<file path="config.mk">
export PLATFORM = sky130hd
export DESIGN_NAME = multi_motor_pid_regulator
export DESIGN_NICKNAME = d
export VERILOG_FILES = /design/src/rtl/mmpid_pkg.sv /design/src/rtl/mmpid_front.sv /design/src/rtl/mmpid_back.sv /design/src/rtl/multi_motor_pid_regulator.sv
export SDC_FILE = /design/constraint.sdc
export NUM_CORES = 2
export LEC_CHECK = 0
export BUFFER_PORTS_ARGS = -buffer_cell sky130_fd_sc_hd__buf_4
export CORE_MARGIN = 5
export CORE_UTILIZATION = 44
export DETAILED_ROUTE_END_ITERATION = 12
export HOLD_SLACK_MARGIN = 0.06
export PLACE_DENSITY = 0.63
export SKIP_LAST_GASP = 1
export SLEW_MARGIN = 0
export SYNTH_ARGS = -nofsm -noshare
export SYNTH_HDL_FRONTEND = slang
export SYNTH_SLANG_ARGS = --single-unit
</file>
<file path="constraint.sdc">
create_clock -name i_clk -period 8.2 [get_ports i_clk]
set_clock_uncertainty 0.2 [all_clocks]
set_input_delay 1.23 -clock i_clk [delete_from_list [all_inputs] [get_ports i_clk]]
set_output_delay 1.23 -clock i_clk [all_outputs]
set_load 0.1 [all_outputs]
</file>
<file path="src/rtl/mmpid_pkg.sv">
`default_nettype none

package mmpid_pkg;

    localparam int DEF_BUS_COUNT     = 2;
    localparam int DEF_SLOTS_PER_BUS = 11;

    // table index: bus is one bit, slot count and slot each fit 5 bits, so 6 bits suffice
    localparam int IDX_W       = 6;
    localparam int QUEUE_DEPTH = 2;
    localparam int QPTR_W      = $clog2(QUEUE_DEPTH);
    localparam int QCNT_W      = $clog2(QUEUE_DEPTH + 1);
    localparam int PROD_W      = 48;
    localparam int SUM_W       = 50;

    localparam logic [1:0] KIND_FEEDBACK = 2'd0;
    localparam logic [1:0] KIND_SPEED    = 2'd1;
    localparam logic [1:0] KIND_POSITION = 2'd2;

    localparam logic [2:0] MTYPE_1 = 3'd1;
    localparam logic [2:0] MTYPE_2 = 3'd2;
    localparam logic [2:0] MTYPE_3 = 3'd3;
    localparam logic [2:0] MTYPE_4 = 3'd4;

    localparam logic signed [SUM_W-1:0] LIM_16K     = SUM_W'(16384);
    localparam logic signed [SUM_W-1:0] LIM_25K     = SUM_W'(25000);
    localparam logic signed [SUM_W-1:0] NEG_LIM_16K = -LIM_16K;
    localparam logic signed [SUM_W-1:0] NEG_LIM_25K = -LIM_25K;

    typedef enum logic [1:0] {
        CLAMP_16K,
        CLAMP_25K,
        CLAMP_NONE
    } t_clamp;

    typedef enum logic [1:0] {
        MUL_P,
        MUL_I,
        MUL_D
    } t_mul_sel;

    typedef enum logic [2:0] {
        S_IDLE,
        S_LOAD,
        S_MUL0,
        S_MUL1,
        S_MUL2,
        S_SUM,
        S_DONE
    } t_state;

    typedef struct packed {
        logic [1:0]        kind;
        logic              bad;
        logic [3:0]        slot;
        logic [IDX_W-1:0]  idx;
        logic [15:0]       pos;
        logic [15:0]       spd;
        logic [15:0]       target;
        logic [15:0]       kp;
        logic [15:0]       ki;
        logic [15:0]       kd;
        t_clamp            clamp;
    } t_item;

    typedef struct packed {
        logic     pop;
        logic     fb_we;
        logic     rd_en;
        logic     pid_we;
        logic     prod_en;
        t_mul_sel mul_sel;
        logic     acc_ld;
        logic     acc_add;
        logic     out_load;
    } t_ctrl;

endpackage

`default_nettype wire

</file>
<file path="src/rtl/mmpid_front.sv">
`default_nettype none

module mmpid_front #(
    parameter int BUS_COUNT     = mmpid_pkg::DEF_BUS_COUNT,
    parameter int SLOTS_PER_BUS = mmpid_pkg::DEF_SLOTS_PER_BUS
) (
    input  wire logic                 i_clk,
    input  wire logic                 i_rst_n,
    input  wire logic                 i_valid,
    output logic                      o_ready,
    input  wire logic [1:0]           i_kind,
    input  wire logic                 i_bus,
    input  wire logic [3:0]           i_frame_slot,
    input  wire logic [63:0]          i_frame_data,
    input  wire logic [2:0]           i_motor_type,
    input  wire logic [3:0]           i_motor_number,
    input  wire logic [15:0]          i_target,
    input  wire logic [15:0]          i_proportional_gain,
    input  wire logic [15:0]          i_integral_gain,
    input  wire logic [15:0]          i_derivative_gain,
    output mmpid_pkg::t_item          o_head,
    output logic                      o_head_valid,
    input  wire logic                 i_pop
);
    import mmpid_pkg::*;

    localparam logic [2:0] BUS_LIM  = 3'(BUS_COUNT);
    localparam logic [4:0] SLOT_LIM = 5'(SLOTS_PER_BUS);

    logic              type34;
    logic [4:0]        pid_slot;
    logic              slot_neg;
    logic              bus_ok;
    logic              pid_bad;
    logic              keep;
    logic              push;
    logic [4:0]        use_slot;
    t_item             item;

    t_item             r_q [QUEUE_DEPTH];
    logic [QPTR_W-1:0] r_wptr;
    logic [QPTR_W-1:0] r_rptr;
    logic [QCNT_W-1:0] r_count;
    logic [QCNT_W-1:0] n_count;

    // classify
    always_comb begin
        type34   = (i_motor_type == MTYPE_3) || (i_motor_type == MTYPE_4);
        pid_slot = type34 ? ({1'b0, i_motor_number} + 5'd3) : ({1'b0, i_motor_number} - 5'd1);
        slot_neg = !type34 && (i_motor_number == 4'd0);
        bus_ok   = {2'b00, i_bus} < BUS_LIM;
        pid_bad  = !bus_ok || slot_neg || (pid_slot >= SLOT_LIM);
        use_slot = (i_kind == KIND_FEEDBACK) ? {1'b0, i_frame_slot} : pid_slot;
        unique case (i_kind)
            KIND_FEEDBACK: keep = bus_ok && ({1'b0, i_frame_slot} < SLOT_LIM);
            KIND_SPEED:    keep = 1'b1;
            KIND_POSITION: keep = 1'b1;
            default:       keep = 1'b0;
        endcase

        item.kind   = i_kind;
        item.bad    = pid_bad;
        item.slot   = pid_slot[3:0];
        item.idx    = i_bus ? ({1'b0, SLOT_LIM} + {1'b0, use_slot}) : {1'b0, use_slot};
        item.pos    = i_frame_data[63:48];
        item.spd    = i_frame_data[47:32];
        item.target = i_target;
        item.kp     = i_proportional_gain;
        item.ki     = i_integral_gain;
        item.kd     = i_derivative_gain;
        unique case (i_motor_type)
            MTYPE_1, MTYPE_2, MTYPE_4: item.clamp = CLAMP_16K;
            MTYPE_3:                   item.clamp = CLAMP_25K;
            default:                   item.clamp = CLAMP_NONE;
        endcase
    end

    // queue
    assign o_ready      = (r_count != QCNT_W'(QUEUE_DEPTH));
    assign push         = i_valid && o_ready && keep;
    assign o_head       = r_q[r_rptr];
    assign o_head_valid = (r_count != '0);

    always_comb begin
        n_count = r_count;
        if (push && !i_pop) begin
            n_count = r_count + 1'b1;
        end else if (!push && i_pop) begin
            n_count = r_count - 1'b1;
        end
    end

    always_ff @(posedge i_clk) begin
        if (!i_rst_n) begin
            r_wptr  <= '0;
            r_rptr  <= '0;
            r_count <= '0;
        end else begin
            r_count <= n_count;
            if (push) begin
                r_wptr <= r_wptr + 1'b1;
            end
            if (i_pop) begin
                r_rptr <= r_rptr + 1'b1;
            end
        end
    end

    always_ff @(posedge i_clk) begin
        if (push) begin
            r_q[r_wptr] <= item;
        end
    end

endmodule

`default_nettype wire

</file>
<file path="src/rtl/mmpid_back.sv">
`default_nettype none

module mmpid_back #(
    parameter int BUS_COUNT     = mmpid_pkg::DEF_BUS_COUNT,
    parameter int SLOTS_PER_BUS = mmpid_pkg::DEF_SLOTS_PER_BUS
) (
    input  wire logic                 i_clk,
    input  wire logic                 i_rst_n,
    input  wire mmpid_pkg::t_item     i_head,
    input  wire logic                 i_head_valid,
    output logic                      o_pop,
    output logic                      o_valid,
    input  wire logic                 i_ready,
    output logic [31:0]               o_control_value,
    output logic [3:0]                o_slot_used,
    output logic                      o_index_error
);
    import mmpid_pkg::*;

    localparam int DEPTH = BUS_COUNT * SLOTS_PER_BUS;
    localparam int AW    = (DEPTH > 1) ? $clog2(DEPTH) : 1;

    t_state r_state;
    t_state n_state;
    t_ctrl  ctrl;
    t_item  r_item;

    logic [15:0] mem_pos  [DEPTH];
    logic [15:0] mem_spd  [DEPTH];
    logic [31:0] mem_int  [DEPTH];
    logic [15:0] mem_last [DEPTH];
    logic [DEPTH-1:0] r_fb_vld;
    logic [DEPTH-1:0] r_pid_vld;

    logic [15:0] r_rd_pos;
    logic [15:0] r_rd_spd;
    logic [31:0] r_rd_int;
    logic [15:0] r_rd_last;
    logic        r_rd_fb_vld;
    logic        r_rd_pid_vld;

    logic [AW-1:0] head_addr;
    logic [AW-1:0] item_addr;

    logic        is_spd;
    logic [15:0] pos_v;
    logic [15:0] spd_v;
    logic [31:0] int_v;
    logic [15:0] last_v;
    logic [16:0] meas17;
    logic [16:0] last17;
    logic [17:0] err18;
    logic [31:0] integ32;
    logic [17:0] deriv18;

    logic signed [17:0] r_err;
    logic signed [31:0] r_integ;
    logic signed [17:0] r_deriv;

    logic signed [15:0]       gain;
    logic signed [31:0]       oper;
    logic signed [PROD_W-1:0] prod_c;
    logic signed [PROD_W-1:0] r_prod;
    logic signed [SUM_W-1:0]  prod_ext;
    logic signed [SUM_W-1:0]  r_acc;

    logic        r_out_valid;
    logic [31:0] r_out_value;
    logic [3:0]  r_out_slot;
    logic        r_out_err;

    function automatic logic [31:0] clamp_sum(input logic signed [SUM_W-1:0] v,
                                              input t_clamp c);
        logic signed [SUM_W-1:0] hi;
        logic signed [SUM_W-1:0] lo;
        logic [31:0]             res;
        hi = (c == CLAMP_25K) ? LIM_25K : LIM_16K;
        lo = (c == CLAMP_25K) ? NEG_LIM_25K : NEG_LIM_16K;
        if (c == CLAMP_NONE) begin
            res = v[31:0];
        end else if (v > hi) begin
            res = hi[31:0];
        end else if (v < lo) begin
            res = lo[31:0];
        end else begin
            res = v[31:0];
        end
        return res;
    endfunction

    assign head_addr = i_head.idx[AW-1:0];
    assign item_addr = r_item.idx[AW-1:0];

    // next state
    always_comb begin
        n_state = r_state;
        unique case (r_state)
            S_IDLE: begin
                if (i_head_valid) begin
                    if (i_head.kind == KIND_FEEDBACK) begin
                        n_state = S_IDLE;
                    end else if (i_head.bad) begin
                        n_state = S_DONE;
                    end else begin
                        n_state = S_LOAD;
                    end
                end
            end
            S_LOAD: n_state = S_MUL0;
            S_MUL0: n_state = S_MUL1;
            S_MUL1: n_state = S_MUL2;
            S_MUL2: n_state = S_SUM;
            S_SUM:  n_state = S_DONE;
            S_DONE: begin
                if (!r_out_valid || i_ready) begin
                    n_state = S_IDLE;
                end
            end
            default: n_state = S_IDLE;
        endcase
    end

    // control outputs
    always_comb begin
        ctrl          = '0;
        ctrl.mul_sel  = MUL_D;
        unique case (r_state)
            S_IDLE: begin
                ctrl.pop   = i_head_valid;
                ctrl.fb_we = i_head_valid && (i_head.kind == KIND_FEEDBACK);
                ctrl.rd_en = i_head_valid && (i_head.kind != KIND_FEEDBACK) && !i_head.bad;
            end
            S_LOAD: ctrl.pid_we = 1'b1;
            S_MUL0: begin
                ctrl.prod_en = 1'b1;
                ctrl.mul_sel = MUL_P;
            end
            S_MUL1: begin
                ctrl.prod_en = 1'b1;
                ctrl.mul_sel = MUL_I;
                ctrl.acc_ld  = 1'b1;
            end
            S_MUL2: begin
                ctrl.prod_en = 1'b1;
                ctrl.mul_sel = MUL_D;
                ctrl.acc_add = 1'b1;
            end
            S_SUM:  ctrl.acc_add = 1'b1;
            S_DONE: ctrl.out_load = !r_out_valid || i_ready;
            default: ctrl = '0;
        endcase
    end

    assign o_pop = ctrl.pop;

    always_ff @(posedge i_clk) begin
        if (!i_rst_n) begin
            r_state     <= S_IDLE;
            r_fb_vld    <= '0;
            r_pid_vld   <= '0;
            r_out_valid <= 1'b0;
        end else begin
            r_state <= n_state;
            if (ctrl.fb_we) begin
                r_fb_vld[head_addr] <= 1'b1;
            end
            if (ctrl.pid_we) begin
                r_pid_vld[item_addr] <= 1'b1;
            end
            if (ctrl.out_load) begin
                r_out_valid <= 1'b1;
            end else if (i_ready) begin
                r_out_valid <= 1'b0;
            end
        end
    end

    // state memories
    always_ff @(posedge i_clk) begin
        if (ctrl.fb_we) begin
            mem_pos[head_addr] <= i_head.pos;
            mem_spd[head_addr] <= i_head.spd;
        end
        if (ctrl.rd_en) begin
            r_rd_pos     <= mem_pos[head_addr];
            r_rd_spd     <= mem_spd[head_addr];
            r_rd_fb_vld  <= r_fb_vld[head_addr];
        end
    end

    always_ff @(posedge i_clk) begin
        if (ctrl.pid_we) begin
            mem_int[item_addr]  <= integ32;
            mem_last[item_addr] <= meas17[15:0];
        end
        if (ctrl.rd_en) begin
            r_rd_int     <= mem_int[head_addr];
            r_rd_last    <= mem_last[head_addr];
            r_rd_pid_vld <= r_pid_vld[head_addr];
        end
    end

    // error, integral and derivative
    always_comb begin
        is_spd  = (r_item.kind == KIND_SPEED);
        pos_v   = r_rd_fb_vld  ? r_rd_pos  : 16'd0;
        spd_v   = r_rd_fb_vld  ? r_rd_spd  : 16'd0;
        int_v   = r_rd_pid_vld ? r_rd_int  : 32'd0;
        last_v  = r_rd_pid_vld ? r_rd_last : 16'd0;
        meas17  = is_spd ? {spd_v[15], spd_v} : {1'b0, pos_v};
        last17  = is_spd ? {last_v[15], last_v} : {1'b0, last_v};
        err18   = {{2{r_item.target[15]}}, r_item.target} - {meas17[16], meas17};
        integ32 = int_v + {{14{err18[17]}}, err18};
        deriv18 = {last17[16], last17} - {meas17[16], meas17};
    end

    // shared multiplier
    always_comb begin
        unique case (ctrl.mul_sel)
            MUL_P: begin
                gain = r_item.kp;
                oper = {{14{r_err[17]}}, r_err};
            end
            MUL_I: begin
                gain = r_item.ki;
                oper = r_integ;
            end
            default: begin
                gain = r_item.kd;
                oper = {{14{r_deriv[17]}}, r_deriv};
            end
        endcase
        prod_c   = gain * oper;
        prod_ext = {{(SUM_W-PROD_W){r_prod[PROD_W-1]}}, r_prod};
    end

    always_ff @(posedge i_clk) begin
        if (ctrl.pop) begin
            r_item <= i_head;
        end
        if (ctrl.pid_we) begin
            r_err   <= err18;
            r_integ <= integ32;
            r_deriv <= deriv18;
        end
        if (ctrl.prod_en) begin
            r_prod <= prod_c;
        end
        if (ctrl.acc_ld) begin
            r_acc <= prod_ext;
        end else if (ctrl.acc_add) begin
            r_acc <= r_acc + prod_ext;
        end
        if (ctrl.out_load) begin
            r_out_value <= r_item.bad ? 32'd0 : clamp_sum(r_acc, r_item.clamp);
            r_out_slot  <= r_item.slot;
            r_out_err   <= r_item.bad;
        end
    end

    assign o_valid         = r_out_valid;
    assign o_control_value = r_out_value;
    assign o_slot_used     = r_out_slot;
    assign o_index_error   = r_out_err;

`ifndef ASSERT_OFF
    a_err_zero : assert property (@(posedge i_clk) disable iff (!i_rst_n)
        (r_out_valid && r_out_err) |-> (r_out_value == 32'd0))
        else $error("index error word carries a nonzero drive value");

    a_clamp_16k : assert property (@(posedge i_clk) disable iff (!i_rst_n)
        (ctrl.out_load && !r_item.bad && (r_item.clamp == CLAMP_16K)) |=>
        (($signed(r_out_value) <= 32'sd16384) && ($signed(r_out_value) >= -32'sd16384)))
        else $error("drive value escaped the 16384 clamp");

    a_out_from_load : assert property (@(posedge i_clk) disable iff (!i_rst_n)
        $rose(r_out_valid) |-> $past(ctrl.out_load))
        else $error("result word appeared without a load");

    a_pid_write_ok : assert property (@(posedge i_clk) disable iff (!i_rst_n)
        ctrl.pid_we |-> (!r_item.bad && (r_item.kind != KIND_FEEDBACK)))
        else $error("PID state written for a flagged or feedback item");
`endif

endmodule

`default_nettype wire

</file>
<file path="src/rtl/multi_motor_pid_regulator.sv">
// Multi-motor PID regulator: feedback and PID state for BUS_COUNT buses of
// SLOTS_PER_BUS motor slots.
// Input channel (i_valid / o_ready) takes one word per accepted edge: a
// feedback frame (kind 0) stores rotor position and speed into its slot, a
// speed (kind 1) or position (kind 2) step runs one PID update on the slot
// picked from motor type and number. Feedback frames to a slot outside the
// table and kind 3 words are dropped without a result.
// Output channel (o_valid / i_ready) gives one word per PID step: the drive
// value, clamped for motor types 1 to 4, the slot used and the index error
// flag. A front stage classifies words into a two-entry queue; the back
// stage executes them one at a time. A feedback frame is handled in the back
// stage's idle state and a flagged step goes straight to its output state; a
// PID step runs read, update, three products on one shared 16x32 multiplier,
// final sum and output load. Reset clears the queue, the back stage and the
// per-slot valid bits, so all tables read as zero. When the receiver stalls,
// the result holds, the back stage waits in its output state and the queue
// keeps accepting until full.
`default_nettype none

module multi_motor_pid_regulator #(
    parameter int BUS_COUNT     = mmpid_pkg::DEF_BUS_COUNT,
    parameter int SLOTS_PER_BUS = mmpid_pkg::DEF_SLOTS_PER_BUS
) (
    input  wire logic        i_clk,
    input  wire logic        i_rst_n,
    input  wire logic        i_valid,
    output logic             o_ready,
    input  wire logic [1:0]  i_kind,
    input  wire logic        i_bus,
    input  wire logic [3:0]  i_frame_slot,
    input  wire logic [63:0] i_frame_data,
    input  wire logic [2:0]  i_motor_type,
    input  wire logic [3:0]  i_motor_number,
    input  wire logic [15:0] i_target,
    input  wire logic [15:0] i_proportional_gain,
    input  wire logic [15:0] i_integral_gain,
    input  wire logic [15:0] i_derivative_gain,
    output logic             o_valid,
    input  wire logic        i_ready,
    output logic [31:0]      o_control_value,
    output logic [3:0]       o_slot_used,
    output logic             o_index_error
);
    import mmpid_pkg::*;

    // queue head between front and back
    t_item head;
    logic  head_valid;
    logic  pop;

    // classify and queue; drop words that leave no trace
    mmpid_front #(
        .BUS_COUNT     (BUS_COUNT),
        .SLOTS_PER_BUS (SLOTS_PER_BUS)
    ) u_front (
        .i_clk               (i_clk),
        .i_rst_n             (i_rst_n),
        .i_valid             (i_valid),
        .o_ready             (o_ready),
        .i_kind              (i_kind),
        .i_bus               (i_bus),
        .i_frame_slot        (i_frame_slot),
        .i_frame_data        (i_frame_data),
        .i_motor_type        (i_motor_type),
        .i_motor_number      (i_motor_number),
        .i_target            (i_target),
        .i_proportional_gain (i_proportional_gain),
        .i_integral_gain     (i_integral_gain),
        .i_derivative_gain   (i_derivative_gain),
        .o_head              (head),
        .o_head_valid        (head_valid),
        .i_pop               (pop)
    );

    // state tables, PID datapath and output register
    mmpid_back #(
        .BUS_COUNT     (BUS_COUNT),
        .SLOTS_PER_BUS (SLOTS_PER_BUS)
    ) u_back (
        .i_clk           (i_clk),
        .i_rst_n         (i_rst_n),
        .i_head          (head),
        .i_head_valid    (head_valid),
        .o_pop           (pop),
        .o_valid         (o_valid),
        .i_ready         (i_ready),
        .o_control_value (o_control_value),
        .o_slot_used     (o_slot_used),
        .o_index_error   (o_index_error)
    );

endmodule

`default_nettype wire
</file>
* Word level (Yosys, flattened, before mapping)
Memory sizes are Yosys's and may differ from the RTL's. A register that Yosys moved wholly into a read port is not among the register bits.
Index checks and enable logic that the tools add are counted.
** Cells by class
- $add $sub $neg :: 11
- Multiply operators :: 1
- Order comparisons :: 8
- Eq/ne operators :: 19
- Muxes and demuxes :: 51
- Bitwise operators :: 2
- Reduce and logical (&&, ||, !) cells :: 33
** Operators with widths (count)
- 2-to-1 mux 32 bit :: 4
- 2-to-1 mux 50 bit :: 2
- case mux 32 bit (2 select lines) :: 1
- adder 50 x 48 -> 50 bit :: 1
- greater-than comparator 50 bit :: 1
- less-than comparator 50 bit :: 1
- multiplier 16 x 32 -> 48 bit :: 1
- 2-to-1 mux 16 bit :: 3
- OR 22 bit :: 2
- 2-to-1 mux 17 bit :: 2
- adder 32 bit :: 1
- case mux 16 bit (2 select lines) :: 1
- case mux 3 bit (7 select lines) :: 1
- 2-to-1 mux 1 bit :: 18
- subtractor 16 x 17 -> 18 bit :: 1
- subtractor 17 x 17 -> 18 bit :: 1
- 2-to-1 mux 15 bit :: 1
- 2-to-1 mux 3 bit :: 5
- 2-to-1 mux 14 bit :: 1
- == test 3 x 2 -> 1 bit (second input constant) :: 4
- == test 3 bit (second input constant) :: 4
- less-than comparator 5 x 6 -> 1 bit (second input constant) :: 2
- case mux 3 bit (4 select lines) :: 1
- binary-select mux 1 bit (select 5 bit) :: 2
- 31 further kinds :: 64
** Storage, ports and cells
- Register bits :: 335
- Memory bits (writable) :: 1982
- Memories :: 5
** Memory list
- u_back.mem_int :: depth 22, bits a word 32, rd ports 1, clocked after memory_dff 1, wr ports 1, line mmpid_back.sv:30 : logic [31:0] mem_int [DEPTH];
- u_back.mem_last :: depth 22, bits a word 16, rd ports 1, clocked after memory_dff 1, wr ports 1, line mmpid_back.sv:31 : logic [15:0] mem_last [DEPTH];
- u_back.mem_pos :: depth 22, bits a word 16, rd ports 1, clocked after memory_dff 1, wr ports 1, line mmpid_back.sv:28 : logic [15:0] mem_pos [DEPTH];
- u_back.mem_spd :: depth 22, bits a word 16, rd ports 1, clocked after memory_dff 1, wr ports 1, line mmpid_back.sv:29 : logic [15:0] mem_spd [DEPTH];
- u_front.r_q :: depth 2, bits a word 111, rd ports 1, clocked after memory_dff 1, wr ports 1, line mmpid_front.sv:40 : t_item r_q [QUEUE_DEPTH];

* Depth between registers and ports, before layout
- Depth after elaboration :: 8
- Depth in mapped cells :: 32
- Gate-level depth less buffers :: 28

* Modules after synthesis
From an unflattened synthesis, not the netlist that was laid out.
** Unflattened totals
- Cells, all modules :: 7195
- Area, all modules :: 112983.4 µm²
** By module, submodules not included
- mmpid_back :: times used 1, cells each 6768, area each 104363.8 µm²
- mmpid_front :: times used 1, cells each 427, area each 8619.5 µm²

* Least setup slack after synthesis
No wires, ideal clock.
- Path kind :: input to register
- Start :: in i_kind[0]
- End :: mem u_front.r_q[0][0] (netlist bit), enable pin
- Library setup time :: 0.594 ns
- Arrival :: 7.108 ns
- Required time :: 7.406 ns
- Setup slack :: 0.298 ns
- Stages on the path :: 6
- Path buffers :: 1
- Cell sequence :: inv_1 -> ha_1 -> clkbuf_1 -> a21oi_1 -> nor4bb_1 -> nor2b_1
** Between the ends
- Longest elaborated chain between the ends :: 6
** RTL lines
- from (decl) :: line multi_motor_pid_regulator.sv:28 : input wire logic [1:0] i_kind,
- == test 2 x 1 -> 1 bit or == test 2 bit (tied branches) :: line mmpid_front.sv:54 : unique case (i_kind)
- OR reduction 2 bit (no line)
- case mux 1 bit (2 select lines) (*) :: line mmpid_front.sv:54
- logical AND 1 bit (*) :: line mmpid_front.sv:80 : assign push = i_valid && o_ready && keep;
- net u_front.push :: line mmpid_front.sv:36 : logic push;
- 2-to-1 mux 1 bit (*) :: line mmpid_front.sv:110 : if (push) begin
- 2-to-1 mux 1 bit (not written as such) (*) :: line mmpid_front.sv:111 : r_q[r_wptr] <= item;
- to (decl) :: line mmpid_front.sv:40
Mark *: on every way through the listed nets, which the timed path passes. The rest lies on a longest branch.

* Worst setup path in the final report
- Start :: reg u_back.r_state[2]
- End :: reg u_back.r_prod[47], data pin
** Between the ends
- Longest elaborated chain between the ends :: 6
** RTL lines
- from (decl) :: line mmpid_back.sv:23 : t_state r_state;
- from (signal assigned) :: line mmpid_back.sv:163 : r_state <= n_state;
- == test 3 x 1 -> 1 bit (tied with other cells) :: line mmpid_back.sv:127 : unique case (r_state)
- OR reduction 4 bit (no line)
- case mux 3 bit (4 select lines) (*) :: line mmpid_back.sv:127
- == test 2 x 1 -> 1 bit or zero test 2 bit (tied branches) :: line mmpid_back.sv:219 : unique case (ctrl.mul_sel)
- case mux 16 bit (2 select lines) or case mux 32 bit (2 select lines) (tied branches) :: line mmpid_back.sv:219
- multiplier 16 x 32 -> 48 bit (*) :: line mmpid_back.sv:233 : prod_c = gain * oper;
- net u_back.prod_c[47] :: line mmpid_back.sv:62 : logic signed [PROD_W-1:0] prod_c;
- to (signal assigned) :: line mmpid_back.sv:247 : r_prod <= prod_c;
- to (decl) :: line mmpid_back.sv:63 : logic signed [PROD_W-1:0] r_prod;
Marks and branches as above.
A chain may end at the register's enable or synchronous reset.

==> results.ini <==
[run_status]
status=finished clean

[routing]
num_vias=67000
viasPerCell=5.756
drtAntennaViolNets=0
dr.pass1.iters=6
routed_wl_mm=304.1
drtIter0Drc=6572
drcViolationCount=0
detail_route.wl_per_cell_um=26.13

[yosys]
post-synth-top-area-fraction=0.6185
postSynthAreaPerCell_um2=14.70
synth_xor_area_frac=0.01155
synth_nets=8621
synth_cell_type_count=89
synth_most_common_cell=edfxtp_1
yosys_warnings=0
synth_top_family_by_area=adder cells
synth_compound_area_frac=0.06356
synthSimpleGateAreaFrac=0.07281
synth_flop_cell=edfxtp_1
ys_async_sr_fraction=0
seq_area_frac_synth=0.6278
synth_top_area_cell=edfxtp_1
synth_mux_area_frac=0.07818
synth_seq_cells=2396
synth.area.top_cells=edfxtp_1 62%, fa_1 8.6%, mux4_2 6.5%, nand2_1 3.1%, ha_1 2.7%
synth_area_mm2=0.1138
syn_inst=7737
synth_fa_ha_area_frac=0.1135
synth_common_cells=2,343 x edfxtp_1, 939 x nand2_1, 616 x inv_1, 490 x fa_1, 444 x nor2_1
synth_edf_count=2343

[sta]
period_share=0.9600
fmax_mhz=127.0
finalCriticalPeriod_ns=7.872
timing.final.ws_setup_ns=0.3276
worst_pin_slew_ns=1.324
relSlewSlack=0.1155
finalMaxSlewViolations=0
hold_viol=0
rsz0062_at_grt=true
finalSetupViolations=0

[floorplanning]
die_area_mm2=0.2688
ioPinCount=185
core_mm2=0.2572
start_util=0.4424
die_x_um=518.5
die_h_um=518.5
fp-row-count=186

[min_path]
hp-start=u_back.r_item[105]$_DFFE_PP_
hold_path.class=reg2reg

[placement]
io_buffers=152
pre_cts_slack_ns=-0.03223
placed_cell_area_mm2=0.1206
place_hpwl_mm=191.7
place_congestion=0.9192

[final_layout]
nNetsFinal=8927
area_growth_pct=13.45
stdcell_area_mm2=0.1291
drive_above_1_share=0.1666

[worst_setup_path]
crit_buf_inv=6
cp.required_ns=8.66
crit_start=u_back.r_state[2]$_SDFFE_PN0P_
crit_slowest_cell=fa_1
crit_path_end_kind=flip-flop
timing.rr.start=u_back.r_state[2]$_SDFFE_PN0P_
max_stage_delay_ns=0.54
crit_top_cell=fa_1
crit_type=reg2reg
critPathArrivalTime_ns=8.33
start_kind=flip-flop
crit_path_max_fanout=19
crit_family=adder cells

[clocking]
cts_tree=built
cts_sinks=2396
cts_max_path_buffers=3
cts_made_buffers=241
clkLatencyLatePin_ns=0.92
clock-root-buffer=clkbuf_16
htreeDepth=4
path_clk_slew_ns=0.06

[grt]
overflow=0
grt_pass1_wl_mm=448.6
track_usage=0.2230
grt_max_degree=147
grt_pass1_vias=68080
antenna_found_initial=3

[flow_run]
maxCapViolCount=0

## flip-flops by register name, summed over array words and instances (netlist names), 22 cells and up, named ones only
name	flops
u_back.mem_last	352
u_back.r_fb_vld	22
u_back.r_rd_int	32
u_back.r_integ	32
u_back.r_prod	48
u_back.r_pid_vld	22
u_back.o_control_value	32
u_back.r_acc	50
u_back.r_item	73
u_back.mem_pos	352
u_back.mem_spd	352
u_back.mem_int	704
u_front.r_q	220
## cell families (layout without fill, tap and decap cells)
logic type | after synthesis | count (layout)
flops | 2396 | 2396
simple gates | 1917 | 1917
fa+ha+maj | 738 | 738
mux | 465 | 465
other cells | 0 | 1
buf+inv | 978 | 1495
compound gates | 1093 | 1093
xor+xnor | 150 | 150
## layout make-up
cell class | count | area (um2)
clock inverters | 174 | 2110
fillers | 21350 | 128100
clock buffers | 280 | 6250
repair buffers | 422 | 3447
inverters | 619 | 2341
well taps | 3384 | 4234
multi-input cells | 4363 | 39250
diodes | 1 | 2.502
flip-flops and latches | 2396 | 71420
## routing by layer
layer,GRT usage,up-vias,wire [um]
li1,-,29030,-
met1,0.2994,34760,122100
met2,0.3723,2707,148600
met3,0.03528,497,22500
met4,0.07588,0,10940
met5,0,-,0
## stage by stage
step	hold WS (ns)	instances	utilization	TNS, ns
6_report	0.2240	11640	0.5019	0
5_1_grt	0.2334	11640	0.5019	-0.07172
4_1_cts	0.2118	11640	0.5015	0
3_5_place_dp	0.2158	11180	0.4690	-0.03223
3_3_place_gp	0.2037	11180	0.4690	0
2_1_floorplan	0.2003	7737	-	0
## cells in the final DEF (no fill, tap or decap), drive strengths merged, types with 17 or more instances in the layout
cell type and count:
edfxtp 2343, nand2 939, inv 630, fa 490, nor2 444, buf 422
mux4 328, a21oi 317, clkbuf 280, ha 248, nand3 215, a22oi 164
clkinv 113, mux2 108, o21ai 107, xnor2 103, a31oi 94, o211ai 93
a21o 87, o21a 77, and2 70, dfxtp 53, xor2 47, nor3 45
nand2b 38, bufinv 36, nor2b 33, a211oi 31, mux2i 29, nand4 27
and3 20, or2 19, or3 17, a21boi 17
## final timing paths
path,to,slack (ns),depth (start not counted)
setup / recovery,u_back.r_prod[47]$_DFFE_PP_,0.33,26
hold / removal,u_back.o_slot_used[1]$_DFFE_PP_,0.22,0
setup reg to reg,u_back.r_prod[47]$_DFFE_PP_,0.33,26
hold reg to reg,u_back.o_slot_used[1]$_DFFE_PP_,0.22,0
## timing repair
item / in CTS / in global routing
buffers inserted: 0 / 3
hold buffers: 0 / 0
gates cloned: 0 / 0
endpoints found under the setup margin: 2 / 16
pin swaps: 0 / 2
gates resized for setup: 3 / 17
Power is left out: the tool's default activity adds up to more than one toggle a clock period on the data nets, which glitch-free logic cannot reach.
